==> src/rtl/core/mrdps_pkg.sv <==
// Shared types, widths and codes for the min range decrement prefix search block.
package mrdps_pkg;

  localparam int unsigned MaxElements = 1024;
  localparam int unsigned MaxQueries  = 1024;
  localparam int unsigned ValueW      = 20;
  localparam int unsigned SlotW       = 10;
  localparam int unsigned CntW        = 11;  // holds 0..1024
  localparam int unsigned KindW       = 2;
  localparam int unsigned CfgW        = 11;
  localparam int unsigned CfgIdxW     = 1;
  localparam int unsigned ResW        = 12;
  localparam int unsigned SumW        = 32;
  localparam int unsigned DiffDepth   = MaxElements + 1;

  typedef logic [CntW-1:0]          cnt_t;
  typedef logic [ValueW-1:0]        value_t;
  typedef logic [SlotW-1:0]         slot_t;
  typedef logic signed [SumW-1:0]   sum_t;
  typedef logic signed [ResW-1:0]   res_t;

  // Request kinds
  typedef enum logic [KindW-1:0] {
    KIND_LOAD_ELEM  = 2'd0,
    KIND_LOAD_QUERY = 2'd1,
    KIND_START      = 2'd2,
    KIND_NONE       = 2'd3
  } kind_e;

  // Configuration register indexes
  typedef enum logic [CfgIdxW-1:0] {
    CFG_NUM_ELEMENTS = 1'd0,
    CFG_NUM_QUERIES  = 1'd1
  } cfg_idx_e;

  // Stored range query
  typedef struct packed {
    slot_t  left;
    slot_t  right;
    value_t amount;
  } query_t;

  // Datapath operations issued by the controller
  typedef enum logic [3:0] {
    OP_NONE       = 4'd0,
    OP_INIT       = 4'd1,
    OP_MID        = 4'd2,
    OP_CLEAR      = 4'd3,
    OP_QREAD      = 4'd4,
    OP_QSTAGE     = 4'd5,
    OP_LREAD      = 4'd6,
    OP_LWRITE     = 4'd7,
    OP_RREAD      = 4'd8,
    OP_RWRITE     = 4'd9,
    OP_SCAN_START = 4'd10,
    OP_SCAN       = 4'd11,
    OP_UPDATE     = 4'd12,
    OP_RESULT     = 4'd13
  } op_e;

  typedef struct packed {
    op_e  op;
    logic load;   // write the accepted request into the stores
  } cmd_t;

  typedef struct packed {
    logic bound_ok;      // lo <= hi
    logic clear_done;    // last difference entry cleared this cycle
    logic queries_done;  // all queries of the candidate applied
    logic skip;          // staged query subtracts nothing
    logic scan_done;     // prefix scan finished
  } status_t;

endpackage

==> src/rtl/core/mrdps_ctrl.sv <==
// Sequencer for loads, the binary search and each candidate check.
module mrdps_ctrl (
  input  logic                   clk_i,
  input  logic                   rst_ni,
  input  logic                   in_valid_i,
  output logic                   in_ready_o,
  input  logic [mrdps_pkg::KindW-1:0] kind_i,
  output logic                   out_valid_o,
  input  logic                   out_ready_i,
  input  mrdps_pkg::status_t     status_i,
  output mrdps_pkg::cmd_t        cmd_o
);
  import mrdps_pkg::*;

  typedef enum logic [13:0] {
    ST_IDLE   = 14'b00000000000001,
    ST_INIT   = 14'b00000000000010,
    ST_BOUND  = 14'b00000000000100,
    ST_CLEAR  = 14'b00000000001000,
    ST_QREAD  = 14'b00000000010000,
    ST_QSTAGE = 14'b00000000100000,
    ST_LREAD  = 14'b00000001000000,
    ST_LWRITE = 14'b00000010000000,
    ST_RREAD  = 14'b00000100000000,
    ST_RWRITE = 14'b00001000000000,
    ST_SCAN   = 14'b00010000000000,
    ST_UPDATE = 14'b00100000000000,
    ST_DONE   = 14'b01000000000000,
    ST_SPARE  = 14'b10000000000000
  } state_e;

  state_e state_q, state_d;
  logic   out_valid_q, out_valid_d;
  logic   accept;

  assign in_ready_o  = (state_q == ST_IDLE);
  assign accept      = in_valid_i && in_ready_o;
  assign out_valid_o = out_valid_q;

  // Next state and command
  always_comb begin
    state_d     = state_q;
    cmd_o.op    = OP_NONE;
    cmd_o.load  = 1'b0;
    out_valid_d = out_valid_q && !out_ready_i;
    case (state_q)
      ST_IDLE: begin
        cmd_o.load = accept;
        if (accept && (kind_e'(kind_i) == KIND_START)) begin
          state_d = ST_INIT;
        end
      end
      ST_INIT: begin
        cmd_o.op = OP_INIT;
        state_d  = ST_BOUND;
      end
      ST_BOUND: begin
        if (status_i.bound_ok) begin
          cmd_o.op = OP_MID;
          state_d  = ST_CLEAR;
        end else begin
          state_d = ST_DONE;
        end
      end
      ST_CLEAR: begin
        cmd_o.op = OP_CLEAR;
        if (status_i.clear_done) begin
          state_d = ST_QREAD;
        end
      end
      ST_QREAD: begin
        if (status_i.queries_done) begin
          cmd_o.op = OP_SCAN_START;
          state_d  = ST_SCAN;
        end else begin
          cmd_o.op = OP_QREAD;
          state_d  = ST_QSTAGE;
        end
      end
      ST_QSTAGE: begin
        cmd_o.op = OP_QSTAGE;
        state_d  = status_i.skip ? ST_QREAD : ST_LREAD;
      end
      ST_LREAD: begin
        cmd_o.op = OP_LREAD;
        state_d  = ST_LWRITE;
      end
      ST_LWRITE: begin
        cmd_o.op = OP_LWRITE;
        state_d  = ST_RREAD;
      end
      ST_RREAD: begin
        cmd_o.op = OP_RREAD;
        state_d  = ST_RWRITE;
      end
      ST_RWRITE: begin
        cmd_o.op = OP_RWRITE;
        state_d  = ST_QREAD;
      end
      ST_SCAN: begin
        cmd_o.op = OP_SCAN;
        if (status_i.scan_done) begin
          state_d = ST_UPDATE;
        end
      end
      ST_UPDATE: begin
        cmd_o.op = OP_UPDATE;
        state_d  = ST_BOUND;
      end
      ST_DONE: begin
        // wait until the output register is free
        if (!out_valid_q || out_ready_i) begin
          cmd_o.op    = OP_RESULT;
          out_valid_d = 1'b1;
          state_d     = ST_IDLE;
        end
      end
      default: begin
        state_d = ST_IDLE;
      end
    endcase
  end

  always_ff @(posedge clk_i or negedge rst_ni) begin
    if (!rst_ni) begin
      state_q     <= ST_IDLE;
      out_valid_q <= 1'b0;
    end else begin
      state_q     <= state_d;
      out_valid_q <= out_valid_d;
    end
  end

endmodule

==> config.mk <==
export PLATFORM = sky130hd
export DESIGN_NAME = mrdps_ctrl
export DESIGN_NICKNAME = d
export VERILOG_FILES = /design/src/rtl/core/mrdps_pkg.sv /design/src/rtl/core/mrdps_ctrl.sv
export SDC_FILE = /design/constraint.sdc
export NUM_CORES = 1
export LEC_CHECK = 0
export BUFFER_PORTS_ARGS = -buffer_cell sky130_fd_sc_hd__buf_2
export CORE_UTILIZATION = 35
export CTS_CLUSTER_SIZE = 8
export DETAILED_ROUTE_END_ITERATION = 10
export GPL_TIMING_DRIVEN = 0
export PLACE_DENSITY_LB_ADDON = 0.05
export SYNTH_ARGS = -nofsm -noshare
export SYNTH_HDL_FRONTEND = slang
export SYNTH_SLANG_ARGS = --single-unit
==> constraint.sdc <==
create_clock -name clk_i -period 2.3 [get_ports clk_i]
set_input_delay 0.115 -clock clk_i [delete_from_list [all_inputs] [get_ports clk_i]]
set_output_delay 0.115 -clock clk_i [all_outputs]
set_load 0.02 [all_outputs]
==> results.ini <==
[drt]
vias_per_cell=5.381
routedWlPerCell_um=15.23
drc=0
drt_iter0_drc=26
drt_wl_total_um=2955
via_count=1044
drt_pre_antenna_iters=4
antenna_left=0

[floorplanning]
die_w_um=61.19
placeableCoreArea_um2=3337
die_y_um=61.19
rows=21
start_util_pct=36.75
die_area_um2=3744
io_pins=18

[critical_path]
rrSetupSlack_ns=0.47
start_kind=register
cp.arrival_ns=2.11
endpoint=cmd_o[1]
endpoint_kind=output port
crit_fanout=9
cp-startpoint=state_q[0]$_DFFE_PN1P_
cp.required_ns=2.18
crit_type=register to output port
regToRegStartpoint=state_q[4]$_DFFE_PN0P_
r2r-end=state_q[12]$_DFFE_PN0P_
r2r_cells=5

[placed_design]
post_dp_cell_area_um2=1369
dp_slack_ns=0.3008
gp_congestion=0.8379
port_buffers=17
hpwl_um=2199

[min_path]
min_path_type=input port to register

[timing]
period_needed_ns=2.225
clock.fmax_mhz=449.5
setup_viol=0
relSlewSlack_pct=68.64
finalMaxSlewViolations=0
finalClockSkew_ns=0.002119
rsz0062_at_grt=true
hold_viol=0
fin_crit_sh_pct=96.72
tightest_slew_ns=0.4704
setup_ws_ns=0.07534

[run_status]
status=finished clean

[global_routing]
grt_pass1_vias=955
overflow=0
grt_max_degree=15
grt_util_all_layers_pct=17.84
antenna_found_initial=0
grt_pass1_wl_um=4726
grtUsageMet3_pct=2.521
grt_busiest_layer=met2
groute.layer.met1.usage_pct=25.29
grt_util_met2_pct=27.33

[logic_synthesis]
yosysTopAreaCellShare_pct=26.53
netlist_top_cells_area=dfrtp_1 27%, buf_6 7.3%, nor4_4 5.2%
synthesis.area_um2=1226
synth_enable_flop_cells=0
synth-seq-area-share_pct=28.67
synthCells=123
syn_avg_cell_area_um2=9.969
synthesis.nets=134
yosysTopAreaCell=dfrtp_1
synth_ff_type=dfrtp_1
synthDistinctLibCells=50
ys_ff_latch=14
async_reset_ff_share_pct=100.0
yosys_warnings=0

[final_layout]
n_fill_cell=331
drive_above_1_share_pct=34.46
syn_to_final_growth_pct=18.27
postLayoutCoreUtil_pct=43.46
diodes=0
nNetsFinal=160
final_cell_area_um2=1450

[power_and_ir_drop]
power_density_nw_per_um2=738.6
p_total_uw=1071
leakage_uw=0.0006427
vdd_drop_max_uv=409.0

[cts]
insertion_delay_ns=0.29
cts-root-buf=clkbuf_4
cts_made_buffers=3
htreeDepth=1
cts_max_path_buffers=2
clk_pin_slew_ns=0.09
cts.sinks=14
tritoncts=yes

[job]
maxCapViolCount=0

## cells in the final DEF, fill, tap and decap left out, types with 2 or more instances in the layout
| cell type | count |
|---|---|
| nor4b_1 | 3 |
| nor4_4 | 3 |
| nor3b_1 | 3 |
| o21ai_0 | 4 |
| and2_1 | 3 |
| o2111ai_1 | 2 |
| dfrtp_1 | 13 |
| dlygate4sd3_1 | 2 |
| nand2_1 | 3 |
| xor2_1 | 5 |
| or4_4 | 3 |
| buf_4 | 3 |
| nor4_2 | 3 |
| nand3_1 | 5 |
| buf_2 | 17 |
| clkbuf_4 | 3 |
| nand4b_1 | 4 |
| nand2b_1 | 2 |
| buf_6 | 8 |
| nor3_4 | 2 |
| nor3_1 | 3 |
| inv_1 | 3 |
| clkbuf_1 | 3 |
| or4b_1 | 4 |
| xnor2_1 | 2 |
| nand3b_1 | 2 |
| nor2_1 | 12 |
| o21ai_1 | 2 |
| nand4_1 | 2 |
## per-layer routing
| layer | up-vias | share of wire (%) |
|---|---|---|
| li1 | 509 | - |
| met1 | 500 | 49 |
| met2 | 31 | 45 |
| met3 | 4 | 5.0 |
| met4 | 0 | 1.0 |
| met5 | - | 0 |
## where the power goes
part	switching, uW	internal [uW]	total [uW]
clock	90.2	67.4	158
sequential	14.3	280	294
combinational	361	258	619
## timing repair
item | 4_1_cts | 5_1_grt
pin swaps | 0 | 4
buffers inserted | 0 | 2
endpoints found under the setup margin | 1 | 3
hold buffers | 2 | 0
endpoints found under the hold margin | 14 | 0
resized for setup | 1 | 2
## sequential cells by signal (all words and copies together), names as in the netlist
| name | flops |
|---|---|
| out_valid_o | 1 |
| state_q | 13 |
## through the flow
stage	hold slack (ns)	std cells	TNS, ns
floorplan	-0.1806	123	0
finish	0.02234	194	0
global route	0.02812	194	-0.01660
CTS	0.01681	192	0
detailed placement	0.04261	186	0
global placement	0.03887	186	0
## cell usage after synthesis (2+ instances only)
library cell	count
and2_1	3
buf_6	8
clkbuf_1	2
dfrtp_1	13
inv_1	3
nand2_1	3
nand2b_1	2
nand3_1	5
nand3b_1	2
nand4_1	2
nand4b_1	4
nor2_1	12
nor3_1	3
nor3_4	2
nor3b_1	3
nor4_1	3
nor4_4	3
nor4b_1	3
o2111ai_1	2
o21ai_0	4
o21ai_1	2
or4_4	3
or4b_1	4
xnor2_1	2
xor2_1	5
## kinds of logic after synthesis
kind of cell              share of synthesized area [%]
AOI/OAI and AO/OA                                 11.74
DFF                                               28.67
and+or+nand+nor                                   42.35
buffers and inverters                             12.25
xor gates and xnor gates                          5.000
## cell type report
| type | instances | area, um^2 | area share (%) |
|---|---|---|---|
| multi-input combinational | 93 | 744.5 | 51.34 |
| tap | 46 | 57.56 | 3.969 |
| clock buffer | 4 | 26.28 | 1.812 |
| buffer | 13 | 138.9 | 9.577 |
| inverter | 3 | 11.26 | 0.7765 |
| sequential | 14 | 351.6 | 24.25 |
| timing repair buffer | 21 | 120.1 | 8.283 |
## worst max-delay path, cell delays in order (launching register included)
cell and delay (ns):
dfstp_2 0.38, buf_6 0.13, or4_4 0.55, nor3_4 0.27, nand4b_2 0.17, o21bai_1 0.14
buf_2 0.18
## worst min-delay path by stage
| stage | cells past startpoint | start | to | slack (ns) |
|---|---|---|---|---|
| global placement | 1 | rst_ni | state_q[5]$_DFFE_PN0P_ | 0.04 |
| detailed placement | 1 | rst_ni | state_q[5]$_DFFE_PN0P_ | 0.04 |
| floorplan | 0 | rst_ni | out_valid_o$_DFF_PN0_ | -0.18 |
| global route | 2 | status_i[0] | state_q[10]$_DFFE_PN0P_ | 0.03 |
| finish | 2 | status_i[0] | state_q[10]$_DFFE_PN0P_ | 0.02 |
| CTS | 2 | status_i[0] | state_q[10]$_DFFE_PN0P_ | 0.02 |
Power figures use the tool's default switching activity.
